File: config.mk
export PLATFORM = sky130hd
export DESIGN_NAME = integer_encoding_selector
export DESIGN_NICKNAME = d
export VERILOG_FILES = /design/src/ies_pkg.sv /design/src/ies_front.sv /design/src/ies_fifo.sv /design/src/ies_accum.sv /design/src/ies_final.sv /design/src/integer_encoding_selector.sv
export SDC_FILE = /design/constraint.sdc
export NUM_CORES = 2
export LEC_CHECK = 0
export ABC_AREA = 0
export BUFFER_PORTS_ARGS = -buffer_cell sky130_fd_sc_hd__buf_2
export CORE_AREA = 2 2 373 375
export CTS_CLUSTER_DIAMETER = 100
export DETAILED_ROUTE_END_ITERATION = 8
export DIE_AREA = 0 0 375 377
export HOLD_SLACK_MARGIN = 0.06
export PLACE_DENSITY = 0.76
export SKIP_LAST_GASP = 1
export SYNTH_ARGS = -nofsm -noshare
export SYNTH_HDL_FRONTEND = slang
export SYNTH_HIERARCHICAL = 1
export SYNTH_SLANG_ARGS = --single-unit
File: constraint.sdc
create_clock -name i_clk -period 89.6 [get_ports i_clk]
set_input_delay 17.92 -clock i_clk [delete_from_list [all_inputs] [get_ports i_clk]]
set_output_delay 17.92 -clock i_clk [all_outputs]
set_load 0.01 [all_outputs]
File: src/ies_pkg.sv
// ----------------------------------------------------------------------------
// ies_pkg: shared types, constants and functions
// Types for the input item, the queued item, the set summary and the result,
// and the bit-count helpers used by the front end and the finalising stages.
// ----------------------------------------------------------------------------
package ies_pkg;

    // Largest number of integers kept in one set; later ones are dropped.
    localparam int unsigned MAX_ITEMS  = 1048576;
    localparam int unsigned CNT_W      = $clog2(MAX_ITEMS + 1);
    localparam int unsigned SIZE_W     = 24;
    localparam logic [SIZE_W-1:0] SIZE_MAX = {SIZE_W{1'b1}};
    localparam int unsigned VAL_W      = 64;
    localparam int unsigned BITS_W     = 7;
    localparam int unsigned VB_W       = 4;
    // Product of an item count and a bit width.
    localparam int unsigned PROD_W     = CNT_W + BITS_W;
    localparam int unsigned FIFO_DEPTH = 4;
    localparam int unsigned PTR_W      = $clog2(FIFO_DEPTH);

    // Encoding codes.
    localparam logic [1:0] ENC_PLAIN   = 2'd0;
    localparam logic [1:0] ENC_VARINT  = 2'd1;
    localparam logic [1:0] ENC_BITPACK = 2'd2;
    localparam logic [1:0] ENC_DELTA   = 2'd3;

    typedef struct packed {
        logic [VAL_W-1:0] value;
        logic             last;
        logic             empty_req;
    } t_in;

    typedef struct packed {
        logic [3:0]        enc_code;
        logic [SIZE_W-1:0] enc_size;
        logic [SIZE_W-1:0] varint_bytes;
        logic [SIZE_W-1:0] bitpack_bytes;
        logic [SIZE_W-1:0] delta_bytes;
        logic [BITS_W-1:0] value_bits;
        logic [BITS_W-1:0] delta_bits;
        logic              values_signed;
        logic              deltas_signed;
    } t_out;

    // Item as classified by the front end.
    typedef struct packed {
        logic [VAL_W-1:0] value;
        logic             last;
        logic             empty_req;
        logic [VB_W-1:0]  vb_raw;
        logic [VB_W-1:0]  vb_zz;
    } t_item;

    // Summary of a finished set, handed to the finalising stages.
    typedef struct packed {
        logic              zero;
        logic [CNT_W-1:0]  count;
        logic [VAL_W-1:0]  first_value;
        logic [VAL_W-1:0]  raw_value_mask;
        logic [VAL_W-1:0]  zz_value_mask;
        logic [VAL_W-1:0]  raw_delta_mask;
        logic [VAL_W-1:0]  zz_delta_mask;
        logic [SIZE_W-1:0] raw_varint_total;
        logic [SIZE_W-1:0] zz_varint_total;
    } t_snap;

    // Zigzag mapping: sign moves to the least significant bit.
    function automatic logic [VAL_W-1:0] zz_map(input logic [VAL_W-1:0] v);
        return {v[VAL_W-2:0], 1'b0} ^ {VAL_W{v[VAL_W-1]}};
    endfunction

    // Number of significant bits; a zero word has none.
    function automatic logic [BITS_W-1:0] sig_bits(input logic [VAL_W-1:0] x);
        logic [BITS_W-1:0] b;
        b = '0;
        for (int i = 0; i < VAL_W; i++) begin
            if (x[i]) begin
                b = BITS_W'(i + 1);
            end
        end
        return b;
    endfunction

    // Varint bytes for a given number of significant bits; zero takes one byte.
    function automatic logic [VB_W-1:0] vbytes_of_bits(input logic [BITS_W-1:0] b);
        logic [VB_W-1:0] n;
        n = 4'd1;
        for (int k = 1; k < 10; k++) begin
            if (b > BITS_W'(7 * k)) begin
                n = VB_W'(k + 1);
            end
        end
        return n;
    endfunction

endpackage

File: src/ies_front.sv
// ----------------------------------------------------------------------------
// ies_front: input stage
// Registers each incoming integer and works out its varint length, both raw
// and zigzag mapped, before it joins the queue.
// ----------------------------------------------------------------------------
module ies_front (
    input  logic           i_clk,
    input  logic           i_rst_n,
    input  logic           i_in_valid,
    output logic           o_in_ready,
    input  ies_pkg::t_in   i_in_data,
    output logic           o_item_valid,
    input  logic           i_item_ready,
    output ies_pkg::t_item o_item
);
    import ies_pkg::*;

    logic  r_valid;
    t_item r_item;
    t_item n_item;

    // The stage takes a new transfer whenever it is empty or being drained.
    assign o_in_ready   = !r_valid || i_item_ready;
    assign o_item_valid = r_valid;
    assign o_item       = r_item;

    // Classify the integer: varint lengths of the raw and the mapped value.
    always_comb begin
        n_item.value     = i_in_data.value;
        n_item.last      = i_in_data.last;
        n_item.empty_req = i_in_data.empty_req;
        n_item.vb_raw    = vbytes_of_bits(sig_bits(i_in_data.value));
        n_item.vb_zz     = vbytes_of_bits(sig_bits(zz_map(i_in_data.value)));
    end

    // Valid flag.
    always_ff @(posedge i_clk) begin
        if (!i_rst_n) begin
            r_valid <= 1'b0;
        end else if (o_in_ready) begin
            r_valid <= i_in_valid;
        end
    end

    // Payload.
    always_ff @(posedge i_clk) begin
        if (o_in_ready && i_in_valid) begin
            r_item <= n_item;
        end
    end

endmodule

File: src/ies_fifo.sv
// ----------------------------------------------------------------------------
// ies_fifo: item queue
// A short register queue that decouples the input stage from the
// accumulator, so that each side can stall on its own.
// ----------------------------------------------------------------------------
module ies_fifo (
    input  logic           i_clk,
    input  logic           i_rst_n,
    input  logic           i_push_valid,
    output logic           o_push_ready,
    input  ies_pkg::t_item i_push_data,
    output logic           o_pop_valid,
    input  logic           i_pop_ready,
    output ies_pkg::t_item o_pop_data
);
    import ies_pkg::*;

    t_item            r_mem [FIFO_DEPTH];
    logic [PTR_W-1:0] r_wr_ptr;
    logic [PTR_W-1:0] r_rd_ptr;
    logic [PTR_W:0]   r_count;
    logic             push;
    logic             pop;

    assign o_push_ready = (r_count != (PTR_W + 1)'(FIFO_DEPTH));
    assign o_pop_valid  = (r_count != '0);
    assign o_pop_data   = r_mem[r_rd_ptr];
    assign push         = i_push_valid && o_push_ready;
    assign pop          = o_pop_valid && i_pop_ready;

    // Pointers and fill level.
    always_ff @(posedge i_clk) begin
        if (!i_rst_n) begin
            r_wr_ptr <= '0;
            r_rd_ptr <= '0;
            r_count  <= '0;
        end else begin
            if (push) begin
                r_wr_ptr <= r_wr_ptr + 1'b1;
            end
            if (pop) begin
                r_rd_ptr <= r_rd_ptr + 1'b1;
            end
            if (push && !pop) begin
                r_count <= r_count + 1'b1;
            end else if (pop && !push) begin
                r_count <= r_count - 1'b1;
            end
        end
    end

    // Storage.
    always_ff @(posedge i_clk) begin
        if (push) begin
            r_mem[r_wr_ptr] <= i_push_data;
        end
    end

endmodule

File: src/ies_accum.sv
// ----------------------------------------------------------------------------
// ies_accum: set accumulator
// Keeps the running count, first and previous value, the raw and zigzag
// masks of values and deltas and the varint totals, and hands a summary on
// at the end of each set.
// ----------------------------------------------------------------------------
module ies_accum (
    input  logic           i_clk,
    input  logic           i_rst_n,
    input  logic           i_item_valid,
    output logic           o_item_ready,
    input  ies_pkg::t_item i_item,
    input  logic           i_fin_ready,
    output logic           o_snap_valid,
    output ies_pkg::t_snap o_snap
);
    import ies_pkg::*;

    logic [CNT_W-1:0]  r_count,   n_count;
    logic [VAL_W-1:0]  r_first,   n_first;
    logic [VAL_W-1:0]  r_prev,    n_prev;
    logic [VAL_W-1:0]  r_rvm,     n_rvm;
    logic [VAL_W-1:0]  r_zvm,     n_zvm;
    logic [VAL_W-1:0]  r_rdm,     n_rdm;
    logic [VAL_W-1:0]  r_zdm,     n_zdm;
    logic [SIZE_W-1:0] r_rvt,     n_rvt;
    logic [SIZE_W-1:0] r_zvt,     n_zvt;

    logic              ending;
    logic              pop;
    logic              take;
    logic [VAL_W-1:0]  delta;
    logic [SIZE_W:0]   rvt_sum;
    logic [SIZE_W:0]   zvt_sum;

    // An item that closes a set waits until the finalising stages can take it.
    assign ending       = i_item.empty_req || i_item.last;
    assign o_item_ready = !ending || i_fin_ready;
    assign pop          = i_item_valid && o_item_ready;
    assign take         = (r_count != CNT_W'(MAX_ITEMS));
    assign delta        = (r_count == '0) ? '0 : (i_item.value - r_prev);
    assign rvt_sum      = {1'b0, r_rvt} + (SIZE_W + 1)'(i_item.vb_raw);
    assign zvt_sum      = {1'b0, r_zvt} + (SIZE_W + 1)'(i_item.vb_zz);

    // Next state and the summary of a finished set.
    always_comb begin
        n_count = r_count;
        n_first = r_first;
        n_prev  = r_prev;
        n_rvm   = r_rvm;
        n_zvm   = r_zvm;
        n_rdm   = r_rdm;
        n_zdm   = r_zdm;
        n_rvt   = r_rvt;
        n_zvt   = r_zvt;
        if (pop && !i_item.empty_req && take) begin
            if (r_count == '0) begin
                n_first = i_item.value;
            end
            n_prev  = i_item.value;
            n_rvm   = r_rvm | i_item.value;
            n_zvm   = r_zvm | zz_map(i_item.value);
            n_rdm   = r_rdm | delta;
            n_zdm   = r_zdm | zz_map(delta);
            n_rvt   = rvt_sum[SIZE_W] ? SIZE_MAX : rvt_sum[SIZE_W-1:0];
            n_zvt   = zvt_sum[SIZE_W] ? SIZE_MAX : zvt_sum[SIZE_W-1:0];
            n_count = r_count + 1'b1;
        end

        o_snap_valid            = pop && ending;
        o_snap.zero             = i_item.empty_req || (n_count == '0);
        o_snap.count            = n_count;
        o_snap.first_value      = n_first;
        o_snap.raw_value_mask   = n_rvm;
        o_snap.zz_value_mask    = n_zvm;
        o_snap.raw_delta_mask   = n_rdm;
        o_snap.zz_delta_mask    = n_zdm;
        o_snap.raw_varint_total = n_rvt;
        o_snap.zz_varint_total  = n_zvt;

        // A closed set leaves everything cleared for the next one.
        if (pop && ending) begin
            n_count = '0;
            n_first = '0;
            n_prev  = '0;
            n_rvm   = '0;
            n_zvm   = '0;
            n_rdm   = '0;
            n_zdm   = '0;
            n_rvt   = '0;
            n_zvt   = '0;
        end
    end

    // Accumulator registers.
    always_ff @(posedge i_clk) begin
        if (!i_rst_n) begin
            r_count <= '0;
            r_first <= '0;
            r_prev  <= '0;
            r_rvm   <= '0;
            r_zvm   <= '0;
            r_rdm   <= '0;
            r_zdm   <= '0;
            r_rvt   <= '0;
            r_zvt   <= '0;
        end else begin
            r_count <= n_count;
            r_first <= n_first;
            r_prev  <= n_prev;
            r_rvm   <= n_rvm;
            r_zvm   <= n_zvm;
            r_rdm   <= n_rdm;
            r_zdm   <= n_zdm;
            r_rvt   <= n_rvt;
            r_zvt   <= n_zvt;
        end
    end

endmodule

File: src/ies_final.sv
// ----------------------------------------------------------------------------
// ies_final: size evaluation pipeline
// Turns a set summary into bit widths, the three encoded sizes and the
// chosen encoding over four stages, ending in the output register.
// ----------------------------------------------------------------------------
module ies_final (
    input  logic           i_clk,
    input  logic           i_rst_n,
    input  logic           i_snap_valid,
    output logic           o_snap_ready,
    input  ies_pkg::t_snap i_snap,
    output logic           o_out_valid,
    input  logic           i_out_ready,
    output ies_pkg::t_out  o_out_data
);
    import ies_pkg::*;

    logic              en;

    // Stage S: registered summary.
    logic              r_s_valid;
    t_snap             r_s;

    // Stage A: widths and selections.
    logic              r_a_valid;
    logic              r_a_zero;
    logic              r_a_vs;
    logic              r_a_ds;
    logic              r_a_first_neg;
    logic [BITS_W-1:0] r_a_vbits;
    logic [BITS_W-1:0] r_a_dbits;
    logic [VB_W-1:0]   r_a_base;
    logic [SIZE_W-1:0] r_a_var;
    logic [CNT_W-1:0]  r_a_n;
    logic [CNT_W-1:0]  r_a_nm1;

    // Stage B: packed bit counts.
    logic              r_b_valid;
    logic              r_b_zero;
    logic              r_b_vs;
    logic              r_b_ds;
    logic              r_b_first_neg;
    logic [BITS_W-1:0] r_b_vbits;
    logic [BITS_W-1:0] r_b_dbits;
    logic [VB_W-1:0]   r_b_base;
    logic [SIZE_W-1:0] r_b_var;
    logic [PROD_W-1:0] r_b_pv;
    logic [PROD_W-1:0] r_b_pd;

    // Stage C: sizes.
    logic              r_c_valid;
    logic              r_c_zero;
    logic              r_c_vs;
    logic              r_c_ds;
    logic              r_c_first_neg;
    logic [BITS_W-1:0] r_c_vbits;
    logic [BITS_W-1:0] r_c_dbits;
    logic [SIZE_W-1:0] r_c_var;
    logic [SIZE_W-1:0] r_c_bp;
    logic [SIZE_W-1:0] r_c_dl;

    // Output register.
    logic              r_o_valid;
    t_out              r_o;

    logic              a_vs;
    logic              a_ds;
    logic              a_first_neg;
    logic [VAL_W-1:0]  a_base_val;
    logic [PROD_W+2:0] c_bp_sum;
    logic [PROD_W+2:0] c_dl_sum;
    t_out              n_o;
    logic [1:0]        sel_enc;
    logic [SIZE_W-1:0] sel_size;

    // The whole pipeline advances unless a finished result is held.
    assign en           = !r_o_valid || i_out_ready;
    assign o_snap_ready = en;
    assign o_out_valid  = r_o_valid;
    assign o_out_data   = r_o;

    assign a_vs        = r_s.raw_value_mask[VAL_W-1];
    assign a_ds        = r_s.raw_delta_mask[VAL_W-1];
    assign a_first_neg = r_s.first_value[VAL_W-1];
    assign a_base_val  = a_first_neg ? zz_map(r_s.first_value) : r_s.first_value;

    // Rounded-up bytes plus the width byte, and the base for delta.
    assign c_bp_sum = (PROD_W + 3)'((r_b_pv + PROD_W'(7)) >> 3) + (PROD_W + 3)'(1);
    assign c_dl_sum = (PROD_W + 3)'((r_b_pd + PROD_W'(7)) >> 3) + (PROD_W + 3)'(1)
                    + (PROD_W + 3)'(r_b_base);

    // Choice of encoding: bit-pack, then varint, then delta on ties.
    always_comb begin
        sel_enc  = ENC_BITPACK;
        sel_size = r_c_bp;
        if (r_c_var < sel_size) begin
            sel_enc  = ENC_VARINT;
            sel_size = r_c_var;
        end
        if (r_c_dl < sel_size) begin
            sel_enc  = ENC_DELTA;
            sel_size = r_c_dl;
        end
        n_o.enc_code[1:0]      = sel_enc;
        n_o.enc_code[2]        = 1'b0;
        n_o.enc_code[3]        = (sel_enc == ENC_DELTA) ? r_c_first_neg : r_c_vs;
        n_o.enc_size           = sel_size;
        n_o.varint_bytes       = r_c_var;
        n_o.bitpack_bytes      = r_c_bp;
        n_o.delta_bytes        = r_c_dl;
        n_o.value_bits         = r_c_vbits;
        n_o.delta_bits         = r_c_dbits;
        n_o.values_signed      = r_c_vs;
        n_o.deltas_signed      = r_c_ds;
        // An empty set reports plain encoding and nothing else.
        if (r_c_zero) begin
            n_o          = '0;
            n_o.enc_code = {2'b00, ENC_PLAIN};
        end
    end

    // Stage valid flags.
    always_ff @(posedge i_clk) begin
        if (!i_rst_n) begin
            r_s_valid <= 1'b0;
            r_a_valid <= 1'b0;
            r_b_valid <= 1'b0;
            r_c_valid <= 1'b0;
            r_o_valid <= 1'b0;
        end else if (en) begin
            r_s_valid <= i_snap_valid;
            r_a_valid <= r_s_valid;
            r_b_valid <= r_a_valid;
            r_c_valid <= r_b_valid;
            r_o_valid <= r_c_valid;
        end
    end

    // Stage payloads.
    always_ff @(posedge i_clk) begin
        if (en) begin
            r_s <= i_snap;

            r_a_zero      <= r_s.zero;
            r_a_vs        <= a_vs;
            r_a_ds        <= a_ds;
            r_a_first_neg <= a_first_neg;
            r_a_vbits     <= sig_bits(a_vs ? r_s.zz_value_mask : r_s.raw_value_mask);
            r_a_dbits     <= sig_bits(a_ds ? r_s.zz_delta_mask : r_s.raw_delta_mask);
            r_a_base      <= vbytes_of_bits(sig_bits(a_base_val));
            r_a_var       <= a_vs ? r_s.zz_varint_total : r_s.raw_varint_total;
            r_a_n         <= r_s.count;
            r_a_nm1       <= r_s.count - 1'b1;

            r_b_zero      <= r_a_zero;
            r_b_vs        <= r_a_vs;
            r_b_ds        <= r_a_ds;
            r_b_first_neg <= r_a_first_neg;
            r_b_vbits     <= r_a_vbits;
            r_b_dbits     <= r_a_dbits;
            r_b_base      <= r_a_base;
            r_b_var       <= r_a_var;
            r_b_pv        <= PROD_W'(r_a_n) * PROD_W'(r_a_vbits);
            r_b_pd        <= PROD_W'(r_a_nm1) * PROD_W'(r_a_dbits);

            r_c_zero      <= r_b_zero;
            r_c_vs        <= r_b_vs;
            r_c_ds        <= r_b_ds;
            r_c_first_neg <= r_b_first_neg;
            r_c_vbits     <= r_b_vbits;
            r_c_dbits     <= r_b_dbits;
            r_c_var       <= r_b_var;
            r_c_bp        <= (c_bp_sum > (PROD_W + 3)'(SIZE_MAX)) ? SIZE_MAX
                                                                 : c_bp_sum[SIZE_W-1:0];
            r_c_dl        <= (c_dl_sum > (PROD_W + 3)'(SIZE_MAX)) ? SIZE_MAX
                                                                 : c_dl_sum[SIZE_W-1:0];

            r_o <= n_o;
        end
    end

endmodule

File: src/integer_encoding_selector.sv
// ----------------------------------------------------------------------------
// integer_encoding_selector: compact integer encoding choice
// Throughput: one integer per cycle, set by the accumulator loop, if not stalled.
// The result passes through the input stage, the queue, the summary register
// and four evaluation stages, and is held while the output is stalled.
// Synchronous active-low reset empties the queue and the pipeline and clears
// every running total; no result is pending after it.
// ----------------------------------------------------------------------------
module integer_encoding_selector (
    input  logic          i_clk,
    input  logic          i_rst_n,
    input  logic          i_in_valid,
    output logic          o_in_ready,
    input  ies_pkg::t_in  i_in_data,
    output logic          o_out_valid,
    input  logic          i_out_ready,
    output ies_pkg::t_out o_out_data
);
    import ies_pkg::*;

    logic  front_valid;
    logic  front_ready;
    t_item front_item;
    logic  q_valid;
    logic  q_ready;
    t_item q_item;
    logic  snap_valid;
    logic  snap_ready;
    t_snap snap;

    // Front end: registers and classifies each integer.
    ies_front u_front (
        .i_clk        (i_clk),
        .i_rst_n      (i_rst_n),
        .i_in_valid   (i_in_valid),
        .o_in_ready   (o_in_ready),
        .i_in_data    (i_in_data),
        .o_item_valid (front_valid),
        .i_item_ready (front_ready),
        .o_item       (front_item)
    );

    // Queue between the front end and the accumulator.
    ies_fifo u_fifo (
        .i_clk        (i_clk),
        .i_rst_n      (i_rst_n),
        .i_push_valid (front_valid),
        .o_push_ready (front_ready),
        .i_push_data  (front_item),
        .o_pop_valid  (q_valid),
        .i_pop_ready  (q_ready),
        .o_pop_data   (q_item)
    );

    // Running summary of the current set.
    ies_accum u_accum (
        .i_clk        (i_clk),
        .i_rst_n      (i_rst_n),
        .i_item_valid (q_valid),
        .o_item_ready (q_ready),
        .i_item       (q_item),
        .i_fin_ready  (snap_ready),
        .o_snap_valid (snap_valid),
        .o_snap       (snap)
    );

    // Size evaluation and output register.
    ies_final u_final (
        .i_clk        (i_clk),
        .i_rst_n      (i_rst_n),
        .i_snap_valid (snap_valid),
        .o_snap_ready (snap_ready),
        .i_snap       (snap),
        .o_out_valid  (o_out_valid),
        .i_out_ready  (i_out_ready),
        .o_out_data   (o_out_data)
    );

    // The chosen size is never larger than the bit-pack size.
    a_best_le_bitpack: assert property (@(posedge i_clk) disable iff (!i_rst_n)
        o_out_valid |-> (o_out_data.enc_size <= o_out_data.bitpack_bytes))
        else $error("best size exceeds bit-pack size");

    // A plain result carries no sizes at all.
    a_plain_is_zero: assert property (@(posedge i_clk) disable iff (!i_rst_n)
        (o_out_valid && (o_out_data.enc_code[1:0] == ENC_PLAIN))
        |-> ((o_out_data.enc_size == '0) && (o_out_data.bitpack_bytes == '0)
             && (o_out_data.varint_bytes == '0) && (o_out_data.delta_bytes == '0)))
        else $error("plain result with non-zero sizes");

    // When delta is chosen, the chosen size is the delta size.
    a_best_matches: assert property (@(posedge i_clk) disable iff (!i_rst_n)
        (o_out_valid && (o_out_data.enc_code[1:0] == ENC_DELTA))
        |-> (o_out_data.enc_size == o_out_data.delta_bytes))
        else $error("delta chosen but size differs");

    // Bit widths never exceed the word width.
    a_bits_range: assert property (@(posedge i_clk) disable iff (!i_rst_n)
        o_out_valid |-> ((o_out_data.value_bits <= BITS_W'(VAL_W))
                         && (o_out_data.delta_bits <= BITS_W'(VAL_W))))
        else $error("bit width out of range");

endmodule
After elaboration in Yosys (flattened, before gate mapping) --
Memory sizes are Yosys's and may differ from the RTL's. A register that Yosys moved wholly into a read port is not among the register bits. Cells that the tools add are included.
Word-level totals: register bits 1326, bits in writable memories 296, output and inout bits 118, word-level logic and storage cells 531, memories 1
Memories:
- u_fifo.r_mem | words 4, bits a word 74, read ports 1, clocked after memory_dff 1, wr ports 1, RTL line ies_fifo.sv:18 | t_item r_mem [FIFO_DEPTH];
Cells by class: add/sub/neg operators 14, multipliers 2, $lt $le $gt $ge 31, eq/ne operators 3, mux-type cells 370, bitwise logic cells 9, reduce and logical (&&, ||, !) cells 27
Operator list (count):
- 2-to-1 mux 6 bit | 160
- 2-to-1 mux 64 bit | 10
- 2-to-1 mux 5 bit | 80
- OR 64 bit | 4
- bitwise XOR 64 bit | 4
- 2-to-1 mux 24 bit | 7
- 2-to-1 mux 4 bit | 40
- > comparator 7 x 6 -> 1 bit (second input constant) | 15
- 2-to-1 mux 3 bit | 34
- subtractor 64 bit | 1
- > comparator 31 x 24 -> 1 bit (second input constant) | 2
- adder 28 x 1 -> 29 bit (second input constant) | 2
- adder 28 x 3 -> 29 bit (second input constant) | 2
- multiplier 21 x 7 -> 28 bit | 2
- 2-to-1 mux 2 bit | 26
- adder 24 x 4 -> 25 bit | 2
- < comparator 24 bit | 2
- > comparator 7 x 5 -> 1 bit (second input constant) | 6
- zero test 21 bit | 2
- adder 31 x 4 -> 31 bit | 1
- 2-to-1 mux 7 bit | 4
- adder 21 x 1 -> 21 bit (second input constant) | 1
- > comparator 7 x 3 -> 1 bit (second input constant) | 3
- > comparator 7 x 4 -> 1 bit (second input constant) | 3
- 17 further kinds | 43

Logic depth before layout (Yosys ltp) --
depth in word-level cells 76, gate-level depth with buffers 25, depth with buffers taken out 23

By module --
Netlist, hierarchy kept.
By module, submodules not included:
- ies_final | times used 1, cells each 3440, area each 42150.4 µm², seq. area each 23672.7 µm²
- ies_accum | times used 1, cells each 2611, area each 23040.8 µm², seq. area each 9068.7 µm²
- ies_fifo | times used 1, cells each 434, area each 11159.5 µm², seq. area each 9068.7 µm²
- ies_front | times used 1, cells each 604, area each 5350.1 µm², seq. area each 2242.2 µm²

Least setup slack after synthesis --
Ideal clock, no wire load.
path type input to register, start point input i_out_ready, end point register u_final/r_s[35] in the netlist's numbering (data pin), arrival 45.815 ns, data required time 89.332 ns, setup slack 43.517 ns, cell stages on the path 11, buffers on the path 4, path through nand2b_1 clkbuf_1 o211ai_1 a21oi_2 buf_2 clkbuf_1 clkbuf_1 nand3_1 nor2_1 xnor2_1 nand2_1
RTL lines:
- from (decl) | RTL line integer_encoding_selector.sv:16 | input logic i_out_ready,
- to (signal assigned) | RTL line ies_final.sv:142 | r_s <= i_snap;
- to (decl) | RTL line ies_final.sv:22 | t_snap r_s;

Worst setup path in the final report --
start point input i_out_ready, end point register u_final/r_s[113] in the netlist's numbering (enable)
On the way: cells in the longest elaborated chain, start to end 1
RTL lines:
- logical OR 1 bit | RTL line ies_final.sv:77 | assign en = !r_o_valid || i_out_ready;
- via snap_ready | RTL line integer_encoding_selector.sv:28 | logic snap_ready;
The timed path passes the listed nets, and every way through them passes these cells. A chain may end at the register's enable or synchronous reset.

==> flow_metrics.tcl <==
set metrics [dict create \
    root_buffer "clkbuf_16" \
    cts.sinks 1623 \
    antenna_found_initial 5 \
    setup_tns_ns 0 \
    via_per_inst 6.009 \
    yosysWarnings 6 \
    htreeDepth 4 \
    criticalPathCategory "input port to register" \
    hpwl_mm 132.0 \
    crit_fanout 78 \
    grt_usage 0.2697 \
    start_util 0.5964 \
    cpMaxStageDelayCell "buf_4" \
    cts_setup_buffers 0 \
    area_growth_pct 9.398 \
    die_y_um 377 \
    die_width_um 375 \
    holdBufCountCts 0 \
    regToRegStartpoint "u_final/r_c_var[17]" \
    slowest_delay_ns 0.89 \
    setup_viol 0 \
    grt_pass1_vias 54120 \
    syn_area_per_cell_um2 11.53 \
    core_um2 137000 \
    top_layer "met5" \
    ant_nets 0 \
    cp_cell_sequence "buf_2 -> nand2b_4 -> buf_4 -> buf_4 -> buf_4 -> buf_4" \
    grt-ovfl-total 0 \
    cp.required_ns 90.00 \
    wl_met1_mm 76.68 \
    grt_pass1_wl_mm 299.5 \
    wl_per_cell_um 21.04 \
    seq_area_frac_synth 0.5392 \
    grt_max_degree 115 \
    place_ws_ns 67.22 \
    hold_path_startpoint "u_final/r_a_var[20]" \
    min_to "u_final/r_b_var[20]" \
    clk_path_buf_depth 3 \
    crit_start "i_out_ready" \
    die_area_um2 141400 \
    layout_setup_ws_ns 68.09 \
    num_rows 136 \
    synth_cell_type_count 115 \
    clk_latency_ns 0.82 \
    drive_above_1_share 0.1052 \
    drt_wl_total_mm 191.7 \
    worst_r2r_endpoint "u_final/o_out_data[115]" \
    via_count 54730 \
    timing.max_cap.violations 0 \
    rsz0062_at_grt "no" \
    wl_met2_mm 96.37 \
    firstDrtPassIters 6 \
    async_flop_share 0 \
    io_buffers 186 \
    cts_buffers 164 \
    final_nets 7658 \
    arrival_ns 21.91 \
    startpoint_type "input port" \
    post-route-min-period_ns 21.51 \
    cts_tree "yes" \
    synth_edf_count 1155 \
    yosys_most_used_dff "edfxtp_1" \
    netlist_area_um2 81700 \
    max_freq_ghz 0.04648 \
    cts_resized 0 \
    final.setup_skew_ns 0.04604 \
    r2r_slack_ns 82.92 \
    crit_path_end_kind "register" \
    maxSlewViolCount 0 \
    min_period_over_period 0.2401 \
    ios 188 \
    slew-limit-headroom 0.1873 \
    route.met3.wl_mm 11.17 \
    drtIter0Drc 4892 \
    worstHoldPathCells 0 \
    hold_viol_final 0 \
    routabilityCongestion 0.9182 \
    tightest_slew_ns 1.215 \
    r2r_cells 22 \
    hold_class "register to register" \
    path_clk_slew_ns 0.06 \
    synth_cells 7089 \
    outcome "finished, final reports clean" \
    route.detailed.drc 0 \
    synth_nets 7576 \
    synth_seq_cells 1623 \
    crit_path_frequent_cell "buf_4" \
]
==> sequential cells by signal, summed over array words and instances, names as in the netlist, 24 cells and up, named ones only <==
signal and flops:
u_final/r_a_var 24, u_fifo/r_mem 296, u_front/o_item 74, u_accum/r_rvm 64
u_accum/r_zdm 64, u_accum/r_zvt 24, u_accum/r_rdm 64, u_final/o_out_data 115
u_final/r_c_bp 24, u_accum/r_rvt 24, u_final/r_s 387, u_accum/r_prev 64
u_final/r_b_pd 28, u_final/r_b_pv 28, u_accum/r_first 64, u_final/r_b_var 24
u_final/r_c_var 24, u_final/r_c_dl 24, u_accum/r_zvm 64
==> layout by cell type (no fill, tap or decap), drive strengths merged, types with 59 or more instances in the layout <==
cell type,n
a21o,245
a21oi,353
and2,473
buf,230
clkbuf,237
dfxtp,468
edfxtp,1155
fa,193
ha,224
inv,437
mux2,94
mux4,74
nand2,699
nand2b,130
nand3,118
nand4,73
nor2,346
nor2b,132
nor3,184
o21ai,189
o21bai,59
xnor2,200
xor2,159
==> how the worst max path moves through the flow <==
stage	end	slack, ns	cells past startpoint
detailed placement	u_final/r_s[122]	67.22	6
global route	u_final/r_s[120]	67.79	6
finish	u_final/r_s[113]	68.09	6
global placement	u_final/r_s[122]	67.34	6
CTS	u_final/r_s[126]	68.07	6
floorplan	u_final/r_s[35]	43.52	11
==> cell families after synthesis <==
logic type	count (synthesis)	share of synthesized area
AO/OA/AOI/OAI	1319	0.1094
adder cells (fa/ha/maj)	419	0.08184
AND/OR/NAND/NOR	2418	0.1520
buffers and inverters	741	0.03717
XOR/XNOR	359	0.04198
other	1	0.00004590
multiplexers	209	0.03838
flip-flops	1623	0.5392
==> Yosys cell counts (14+ instances only) <==
library cell,number,share of area
mux2_1,24,0.0033
nand3_1,116,0.0071
or2_2,29,0.0022
o22ai_1,24,0.0018
inv_1,427,0.020
fa_1,193,0.047
and2_1,473,0.036
nand2_1,688,0.032
mux2i_1,41,0.0050
nor3_1,181,0.011
a31oi_1,55,0.0042
or4_1,22,0.0020
o21a_1,30,0.0028
a21oi_1,349,0.021
mux4_2,74,0.020
and3_1,57,0.0044
o21bai_1,59,0.0054
nor3b_1,20,0.0018
o211ai_1,26,0.0024
nor2b_1,132,0.010
nor4_1,51,0.0039
a211oi_1,35,0.0032
nand2b_1,130,0.010
clkbuf_1,205,0.0094
xor2_1,158,0.017
mux2_2,70,0.0096
nand4_1,71,0.0054
a21o_1,245,0.023
o32ai_1,32,0.0034
o221ai_1,15,0.0016
nor2_1,345,0.016
dfxtp_1,468,0.11
buf_1,26,0.0012
xnor2_2,37,0.0074
o31ai_1,39,0.0036
edfxtp_1,1155,0.42
or3_1,38,0.0029
xnor2_1,163,0.017
o21ai_0,168,0.010
ha_1,224,0.034
o21ai_1,20,0.0012
a22o_1,14,0.0015
buf_2,60,0.0037
o32a_1,17,0.0021
==> area by class of cell <==
class / instances / area, µm²
Clock buffer: 237 / 4652
Antenna cell: 5 / 12.51
Fill cell: 10100 / 47600
Multi-Input combinational cell: 4725 / 34690
Timing Repair Buffer: 230 / 1261
Sequential cell: 1623 / 44060
Clock inverter: 67 / 854.6
Inverter: 427 / 1603
Tap cell: 1794 / 2245
==> metrics by stage <==
stage / instances / util / hold slack (ns) / area [µm²]
CTS: 9103 / 0.6524 / 0.4097 / 89370
floorplan: 7089 / - / 0.4003 / 81700
global route: 9106 / 0.6525 / 0.4133 / 89370
global placement: 8799 / 0.6122 / 0.4012 / 83860
detailed placement: 8799 / 0.6122 / 0.4045 / 83860
finish: 9108 / 0.6525 / 0.4063 / 89380
==> per-layer routing <==
| metal | GRT usage | vias to the layer above |
|---|---|---|
| li1 | - | 25530 |
| met1 | 0.3363 | 26800 |
| met2 | 0.4705 | 1994 |
| met3 | 0.04134 | 404 |
| met4 | 0.1098 | 2 |
| met5 | 0 | - |
==> critical path, delay by kind of cell <==
family | cells | cell delay, ns
and+or+nand+nor | 1 | 0.56
buffers and inverters | 5 | 3.27
Power is not shown: default switching activity piles up to over one toggle a cycle in this logic, so the estimate is an artifact.
